## src/rtl/core/nmp_pkg.sv

```systemverilog
// ----------------------------------------------------------------------------
// Normalized motion profile package
// Shared widths, register indexes, phase codes and pipeline item types.
// ----------------------------------------------------------------------------
package nmp_pkg;

  // Time sample width and the widths that follow from it.
  localparam int TIME_BITS  = 16;
  localparam int BLEND_BITS = TIME_BITS - 1;
  localparam int SQ_W       = 2 * TIME_BITS;
  localparam int CUBE_W     = 3 * TIME_BITS;
  // The divisor is twice the denominator.
  localparam int DEN_W      = CUBE_W + 1;
  // Every quotient fits in 32 bits.
  localparam int Q_W        = 32;
  localparam int X_W        = DEN_W + Q_W;

  // Configuration register indexes.
  typedef enum logic [1:0] {
    REG_MODE     = 2'd0,
    REG_DURATION = 2'd1,
    REG_BLEND    = 2'd2
  } cfg_reg_e;

  // Profile modes.
  localparam logic MODE_TRAP  = 1'b0;
  localparam logic MODE_CUBIC = 1'b1;

  // Segments of the trapezoidal profile.
  typedef enum logic [1:0] {
    PH_ACCEL  = 2'd0,
    PH_CRUISE = 2'd1,
    PH_DECEL  = 2'd2
  } phase_e;

  // Current register settings.
  typedef struct packed {
    logic                  mode;
    logic [TIME_BITS-1:0]  dur;
    logic [BLEND_BITS-1:0] blend;
  } cfg_t;

  // One lane of the restoring divider: partial remainder, dividend bits
  // still to be shifted in (which fill up with quotient bits), divisor.
  typedef struct packed {
    logic [DEN_W-1:0] rem;
    logic [Q_W-1:0]   low;
    logic [DEN_W-1:0] dvs;
  } lane_t;

  // Item in the divider pipeline: position, velocity, acceleration lanes.
  typedef struct packed {
    lane_t [2:0] lane;
    logic        neg;
    logic        bad;
  } div_item_t;

endpackage

```

## src/rtl/core/nmp_div_stage.sv

```systemverilog
// ----------------------------------------------------------------------------
// Normalized motion profile divider stage
// One restoring division step for each of the three lanes, registered.
// ----------------------------------------------------------------------------
module nmp_div_stage (
  input  logic               clk_i,
  input  logic               rst_ni,
  input  logic               in_valid_i,
  output logic               in_stall_o,
  input  nmp_pkg::div_item_t in_item_i,
  output logic               out_valid_o,
  input  logic               out_stall_i,
  output nmp_pkg::div_item_t out_item_o
);

  logic               valid_q;
  logic               go;
  nmp_pkg::div_item_t item_d, item_q;

  assign go         = !valid_q || !out_stall_i;
  assign in_stall_o = !go;

  // Shift in the next dividend bit, subtract the divisor where it fits,
  // and shift the quotient bit into the bottom of the low word.
  always_comb begin
    logic [nmp_pkg::DEN_W:0] rs;
    logic                    fits;
    item_d = in_item_i;
    for (int k = 0; k < 3; k++) begin
      rs   = {in_item_i.lane[k].rem, in_item_i.lane[k].low[nmp_pkg::Q_W-1]};
      fits = rs >= {1'b0, in_item_i.lane[k].dvs};
      if (fits) begin
        item_d.lane[k].rem = nmp_pkg::DEN_W'(rs - {1'b0, in_item_i.lane[k].dvs});
      end else begin
        item_d.lane[k].rem = nmp_pkg::DEN_W'(rs);
      end
      item_d.lane[k].low = {in_item_i.lane[k].low[nmp_pkg::Q_W-2:0], fits};
    end
  end

  always_ff @(posedge clk_i or negedge rst_ni) begin
    if (!rst_ni) begin
      valid_q <= 1'b0;
    end else if (go) begin
      valid_q <= in_valid_i;
    end
  end

  always_ff @(posedge clk_i) begin
    if (go && in_valid_i) item_q <= item_d;
  end

  assign out_valid_o = valid_q;
  assign out_item_o  = item_q;

endmodule

```

## config.mk

```make
export PLATFORM = sky130hd
export DESIGN_NAME = nmp_div_stage
export DESIGN_NICKNAME = d
export VERILOG_FILES = /design/src/rtl/core/nmp_pkg.sv /design/src/rtl/core/nmp_div_stage.sv
export SDC_FILE = /design/constraint.sdc
export NUM_CORES = 1
export LEC_CHECK = 0
export BUFFER_PORTS_ARGS = -buffer_cell sky130_fd_sc_hd__buf_4
export CAP_MARGIN = 20
export CORE_AREA = 2 2 310 312
export DETAILED_ROUTE_END_ITERATION = 7
export DIE_AREA = 0 0 312 314
export PLACE_DENSITY_LB_ADDON = 0.3
export SYNTH_ARGS = -nofsm -noshare
export SYNTH_HDL_FRONTEND = slang
export SYNTH_SLANG_ARGS = --single-unit
```

## constraint.sdc

```tcl
create_clock -name clk_i -period 48.2 [get_ports clk_i]
set_clock_uncertainty 0.2 [all_clocks]
set_input_delay 7.23 -clock clk_i [delete_from_list [all_inputs] [get_ports clk_i]]
set_output_delay 7.23 -clock clk_i [all_outputs]
set_load 0.01 [all_outputs]
```

Yosys cells after proc, flatten, opt, wreduce, memory -nomap -nowiden
Cells that the tools add are included.

storage, ports and cells
  register bits after elaboration = 393
  input port bits = 396
  output and inout bits = 394
  word-level logic and storage cells = 26

cells by class
  add/sub/neg operators = 3
  magnitude comparators = 3
  mux-type cells = 3
  reductions and logical operators = 5

operators by type and width
  operator           number
  $ge 50x49->1       3
  $mux 49            3
  $sub 49x49->49     3
  $logic_not 1->1    3
  $logic_and 1x1->1  1
  $logic_or 1x1->1   1

Longest topological paths before layout
Gate-level depths: netlist (run 1).

  word-level depth = 3
  depth in mapped cells = 16

Worst setup path after synthesis (run 1)
OpenSTA, ideal clock, no wires.

  path type = input port to flip-flop
  start point = in out_stall_i
  end point = reg item_q (netlist bit out_item_o[0]) (enable)
  library setup time = 1,199 ps
  arrival = 24,622 ps
  data required time = 46,801 ps
  setup slack = 22,180 ps
  stages on the path = 2
  buffers on the path = 0
  path through = and2_1 > nor2b_1

on the way
  word-level cells in the longest chain between the ends = 3

ends and longest elaborated chain
  what                  line                 source
  from (decl)           nmp_div_stage.sv:12  input logic out_stall_i,
  $logic_not 1->1       nmp_div_stage.sv:20  assign go = !valid_q || !out_stall_i;
  $logic_or 1x1->1      nmp_div_stage.sv:20
  $logic_and 1x1->1     nmp_div_stage.sv:50  if (go && in_valid_i) item_q <= item_d;
  to (signal assigned)  nmp_div_stage.sv:50
  to (decl)             nmp_div_stage.sv:18  nmp_pkg::div_item_t item_d, item_q;

Every way passes these cells.
A chain may end at the register's enable or synchronous reset.

Worst setup path in the final report (run 1)
  start point = in out_stall_i
  end point = out in_stall_o

on the way
  word-level cells in the longest chain between the ends = 3

ends and longest elaborated chain
  what              line                 source
  $logic_not 1->1   nmp_div_stage.sv:20
  $logic_or 1x1->1  nmp_div_stage.sv:20
  $logic_not 1->1   nmp_div_stage.sv:21  assign in_stall_o = !go;
  to (decl)         nmp_div_stage.sv:9   output logic in_stall_o,

Every way passes these cells.

==> results of run 1 <==
[cell type report]
cell class | count | area [um^2] | share of cell area, %
Inverter | 192 | 726 | 2.31
Sequential cell | 393 | 11800 | 37.5
Multi-Input combinational cell | 1373 | 9710 | 30.9
Tap cell | 1265 | 1580 | 5.04
Clock buffer | 57 | 1280 | 4.07
Timing Repair Buffer | 797 | 6000 | 19.1
Antenna cell | 1 | 2.50 | 0.00796
Clock inverter | 36 | 330 | 1.05
[routing by layer]
metal | part of all wire [%] | GRT usage, %
met5 | 0 | 0
met4 | 2.3 | 4.15
met3 | 8.2 | 5.14
met2 | 51 | 28.8
met1 | 38 | 17.7
[synth_stat cells, types with 6 or more instances]
| master | instances | share of area (%) |
|---|---|---|
| nand4_1 | 39 | 1.1 |
| o21ai_0 | 135 | 3.0 |
| o21bai_1 | 24 | 0.80 |
| and4_1 | 8 | 0.31 |
| edfxtp_1 | 392 | 52 |
| o221ai_1 | 6 | 0.23 |
| o22ai_1 | 6 | 0.17 |
| nand2_1 | 182 | 3.0 |
| o21ai_1 | 16 | 0.35 |
| nor2b_1 | 17 | 0.47 |
| a21oi_1 | 152 | 3.4 |
| nor4_1 | 7 | 0.19 |
| a31oi_1 | 23 | 0.64 |
| a21o_1 | 78 | 2.6 |
| a21boi_0 | 7 | 0.23 |
| a211oi_1 | 17 | 0.56 |
| ha_1 | 147 | 8.1 |
| and3_1 | 18 | 0.50 |
| mux2_4 | 39 | 2.6 |
| inv_1 | 190 | 3.2 |
| nand2b_1 | 9 | 0.25 |
| xor2_1 | 55 | 2.1 |
| nor2_1 | 77 | 1.3 |
| xnor2_1 | 66 | 2.6 |
| nand3_1 | 44 | 0.97 |
| and2_1 | 8 | 0.22 |
| nor3_1 | 18 | 0.40 |
| o211ai_1 | 20 | 0.66 |
| buf_2 | 9 | 0.20 |
| o21a_1 | 26 | 0.86 |
| clkbuf_1 | 58 | 0.96 |
| o31ai_1 | 21 | 0.70 |
[flip-flops by register name (all words and copies together), names as in the netlist]
signal and flops:
out_item_o 392, out_valid_o 1
[through the flow]
step	cells	instance area (um^2)	hold WS, ns	util (%)	total power [mW]
after floorplan	2039	22600	0.530	-	0.586
after global placement	4020	29800	0.657	31.6	0.684
after detailed placement	4020	29800	0.617	31.6	0.686
after CTS	4113	31400	0.652	33.3	1.07
after global routing	4114	31400	0.675	33.3	1.10
final	4114	31400	0.645	33.3	1.05
[worst min-delay path: cells and delay by family, from the launching register on]
| kind | cells | cell delay (ns) |
|---|---|---|
| DFF | 1 | 0.34 |
| and+or+nand+nor | 2 | 0.47 |
[path summary, 6_finish.rpt]
kind,startpoint,endpoint,slack (ns),depth (start not counted)
max in group asynchronous,rst_ni,out_valid_o,41.57,1
worst min register to register,out_valid_o,out_valid_o,0.64,2
worst min-delay path,out_valid_o,out_valid_o,0.64,2
min in group asynchronous,rst_ni,out_valid_o,6.15,1
worst max-delay path,out_stall_i,in_stall_o,32.99,3
worst max register to register,out_valid_o,out_item_o[381],44.46,5
[logic make-up (layout without fill, tap and decap cells)]
group	after synthesis	after routing	synth area share [%]
and+or+nand+nor	461	461	9.83
buffers and inverters	273	1082	5.06
muxes	51	51	3.17
DFF	393	393	52.1
xor gates and xnor gates	121	121	4.68
other	0	1	0
AOI/OAI and AO/OA	590	590	16.7
adders and majority gates	150	150	8.39
[power groups by stage]
stage / sequential, mW / clock, mW / combinational, mW
after floorplan: 0.453 / 0 / 0.134
after global placement: 0.427 / 0 / 0.258
after detailed placement: 0.427 / 0 / 0.259
after CTS: 0.420 / 0.387 / 0.260
after global routing: 0.422 / 0.398 / 0.281
final: 0.420 / 0.373 / 0.257
==> results.md, run 1 <==
* Drt wl/cell at approximately 20 um
* Least-Margin Pin Slew at 0.993 ns
* Period minus WS final at around 15 ns
* Leak Pwr at between 10 and 15 nW
* Setup ws final at 32.99 ns
* CP Capture Type: output pin
* Height of the die at 314 um
* Vias in the first global route at between 15000 and 20000
* Outcome: complete, no violations
* IO Count at between 700 and 800
* Final ANT Viol Nets at 0
* Remaining routing DRC violations at 0
* Root buf cell: clkbuf_16
* Core Rows at about 110
* Avg Synthesized Cell Area at between 10 and 15 um^2
* Htree depth at 2
* GR Overflow Total at 0
* Maximum buffer depth of the clock tree at 3
* Rel. slew slack at between 30 and 40%
* Synth warn at 0
* GP Congestion at approximately 0.85
* EDFF count, synth at around 400
* Setup Buffers After CTS at 0
* Clk_lat worst skew at ~0.64 ns
* Vias per cell at between 4 and 5
* Max-slew violation count at 0
* Max Freq at around 66 MHz
* Period utilization at about a third
* Combinational share of power at between 20% and 30%
* CP Buf/Inv Count at 2
* CP Launch Type: input pin
* Prevailing post-synth register cell: edfxtp_1
* Synthesized instance count at 2039
* Max FO, Critical Path at 3
* Number of port buffers at a little under 800
* Initial antenna violation count at 3
* Endpoints failing setup at 0
* Int Power at ~740 uW
* CTS tree: built
* CTS resizes at 0
* Net Sw Frac at 29.7%
* Setup TNS Final at 0 ns
* P&R area growth vs syn at 38.9%
* Post-layout nets at between 3000 and 4000
* Fillers at slightly below 10000
* Crit path required time at around 40 ns
* Net Count, Synth at ~2600
* Largest stage delay on the critical path at 0.28 ns
* Post-synthesis cell type count at 88
* Total net switching power at roughly 310 uW
* TritonCTS buffer count at 50
* Worst VDD drop at ~0.028 mV
* TritonRoute pass-1 iters at 5
* Hold Path Class: register to register
* Max-cap violations at 0
* Share of cells above drive strength 1 at roughly 33%
* P per Cell Area at ~33 nW/um^2
* Critical path class: input pin to output pin
* Seq pwr share at 40.0%
* Crit-path most repeated cell: buf_4
* GRT Total Usage at between 10% and 20%
* Clock power frac at between 30% and 40%
* Drt total wl at a little over 80000 um
* Core area at approximately 94000 um^2
* Maximum number of pins on one net before global-route repair at between 150 and 200
* Slowest-stage cell, CP: and2_1
* Hold Vio Cnt, Final at 0
* Initial Utilization at around a quarter
* Vias at 18700
* Worst path cell trace: buf_4 > and2_1 > buf_4
* RSZ-0062 raised after global routing: no
* Delay-heaviest family, CP: simple AND/OR/NAND/NOR gates
* Commonest non-fill, non-tap cell in the layout: buf_4
* Dpl hpwl at between 60000 and 70000 um
* Clock Sinks at 393
* Synth Register Bits at slightly below 400
* Sequential fraction of the synthesis area at a little over half
* Worst path arrival time at a little under 8 ns
* Most frequent cells in the layout: 796 x buf_4, 392 x edfxtp_1, 190 x inv_1
* DR iter-0 viols at between 1000 and 1500
* First-pass GRT wire length at 118000 um
* Die area at approximately 98000 um^2
* Hold Buf Count CTS at 0
* Pre-CTS setup slack at about 33 ns
* Cell Area, Synth at about 23000 um^2
* Reg clk slew, reported paths at ~0.060 ns
* Die W at 312 um
* Ys async rst share at 0.254%
No activity file was read; power rests on OpenSTA's default activity.
==> inputs of run 2 (changes only) <==
ABC_AREA = 1   (was default)
CORE_AREA = 2 2 307 309   (was 2 2 310 312)
DIE_AREA = 0 0 309 311   (was 0 0 312 314)
clock period = 13.56 ns   (was 48.2 ns; I/O delays follow)
==> results.md, run 2 <==
* Die area at between 90000 and 100000 um^2
* Final Instance Area at approximately 37000 um^2
* Share of cells above drive strength 1 at between 10% and 20%
* DR iter-0 viols at about 2000
* Die W at 309 um
* Cell Area, Placed at ~35000 um^2
* Maximum number of pins on one net before global-route repair at ~150
* P per Cell Area at ~100 nW/um^2
* Root buf cell: clkbuf_16
* TritonRoute pass-1 iters at 7
* First-pass GRT wire length at about 170000 um
* Initial Utilization at between 30 and 40%
* CTS resizes at 0
* Max Freq at about 200 MHz
* Hold Path Class: register to register
* EDFF count, synth at 392
* Htree depth at 2
* Max FO, Critical Path at 144
* Post-synthesis cell type count at 35
* Rel. slew slack at 36.2%
* Synthesized instance count at 3942
* Hold Vio Cnt, Final at 0
* Post-layout nets at ~5300
* Remaining routing DRC violations at 0
* Commonest non-fill, non-tap cell in the layout: nand2_1
* GR Overflow Total at 0
* Worst path arrival time at a little over 5 ns
* Synth cell count leaders: 1632 x nand2_1, 871 x inv_1, 392 x edfxtp_1
* Period utilization at 37.7%
* Synth area leaders: edfxtp_1 42%, nand2_1 22%, inv_1 12%, ha_1 6.6%, nand4_1 4.0%
* Final non-filler cell total at about 6000
* Outcome: complete, no violations
* Most frequent cells in the layout: 1632 x nand2_1, 871 x inv_1, 802 x buf_4
* Synth Register Bits at approximately 390
* Ys async rst share at 0.254%
* GRT Total Usage at 23.5%
* Synth top area share at between 40% and 50%
* Vias per cell at 4.57
* GP Congestion at just over 1
* Setup TNS Final at 0 ns
* RSZ-0062 raised after global routing: no
* Maximum buffer depth of the clock tree at 3
* Period minus WS final at around 5 ns
* Initial antenna violation count at 1
* Drt total wl at 116000 um
* Endpoints failing setup at 0
* Avg Synthesized Cell Area at roughly 7.1 um^2
* Critical path class: input pin to register
* Setup crit start: out_stall_i
* Cell Area, Synth at approximately 28000 um^2
* Vias in the first global route at about 27000
* Dpl hpwl at between 90000 and 100000 um
* Height of the die at roughly 310 um
* Final ANT Viol Nets at 0
* Power, Total at 3.86 mW
* Flop-to-flop setup slack at between 9 and 10 ns
* Register-to-Register Path Depth at 6
* Synth warn at 0
* Clock Sinks at ~390
* Crit path required time at around 14 ns
* CP Launch Type: input pin
* Net Count, Synth at between 4000 and 5000
* Worst VDD drop at approximately 0.085 mV
* RR Endpoint: out_item_o[267]
* CTS tree: built
* Vias at 27500
* Max-cap violations at 0
* Max-slew violation count at 0
* IO Count at 790
* Dominant cell type by area after synthesis: edfxtp_1
* Core Rows at approximately 110
* CP Capture Type: register
* P&R area growth vs syn at 31.3%
* Hold Buf Count CTS at 0
* Least-Margin Pin Slew at between 0.9 and 1 ns
* Core area at about 90000 um^2
* Cells after DPL at 5939
* Sequential fraction of the synthesis area at 42.0%
* Number of flip-flops in the largest register at about 390
* Antenna diodes at 0
* Number of port buffers at just under 800
* Setup Buffers After CTS at 0
* TritonCTS buffer count at between 40 and 50
* Setup crit end: out_item_o[267]
* Reg clk slew, reported paths at 0.06 ns
* Drt wl/cell at 19.3 um
* Prevailing post-synth register cell: edfxtp_1
* Leak Pwr at ~20 nW
* Reg2Reg Launch Point: out_valid_o
* Count leader, synth: nand2_1
* Clk_lat worst skew at about 0.63 ns
* Hold Crit Depth at 2
## run 2: cell types whose count changed in the layout (fill, tap and decap cells not counted), moves of 66 or more
cell     delta
xnor2_1    -66
o21ai_0   -135
nand4_1   +141
nor2_1    +198
nand3_1    +90
a21o_1     -76
a21oi_1    -68
nand2_1  +1450
inv_1     +681
## run 2: routing by layer
metal	vias to the layer above	wire length, um	share of wire (%)	track usage [%]
li1	13800	-	-	-
met1	12500	44700	38	26.5
met2	996	58200	50	42.4
met3	204	8190	7.0	4.70
met4	2	5340	4.6	10.2
met5	-	12	0.010	0
## run 2: how the worst min path moves through the flow
stage | end | startpoint | slack (ns)
floorplan | out_valid_o | out_valid_o | 0.32
global placement | out_valid_o | out_valid_o | 0.29
detailed placement | out_valid_o | out_valid_o | 0.29
CTS | out_valid_o | out_valid_o | 0.30
global route | out_valid_o | out_valid_o | 0.33
finish | out_valid_o | out_valid_o | 0.29
## run 2: kinds of logic (layout without fill, tap and decap cells)
group,after synthesis,in the layout,share of synthesized area (%)
simple gates,2285,2285,33.7
buf+inv,942,1772,13.2
flops,393,393,42.0
fa+ha+maj,150,150,6.77
compound gates,97,97,1.89
xor+xnor,75,75,2.34
## run 2: layout make-up
type                    count  area (um^2)
clock inverters            31          292
multi-input cells        2607        12600
flip-flops and latches    393        11800
inverters                 882         3310
fillers                  9880        55900
repair buffers            803         6040
well taps                1254         1570
clock buffers              56         1260
## run 2: worst max-delay path: stages
cell and delay [ns]:
buf_4 0.11, nand2_1 0.06, inv_1 0.07, nor2_4 0.57, buf_4 0.69, buf_4 0.68
buf_12 0.53
## run 2: report_power, final
| group | switching (mW) | internal [mW] |
|---|---|---|
| sequential | 0.0273 | 1.46 |
| clock | 0.561 | 0.729 |
| combinational | 0.683 | 0.396 |
| total | 1.27 | 2.59 |
## run 2: stage by stage
step           setup slack (ns)  hold WS [ns]  util (%)
4_1_cts                    8.46         0.301      39.7
5_1_grt                    8.26         0.331      39.7
3_3_place_gp               7.76         0.290      38.0
3_5_place_dp               7.78         0.287      38.0
2_1_floorplan             0.467         0.325         -
6_report                   8.45         0.294      39.7
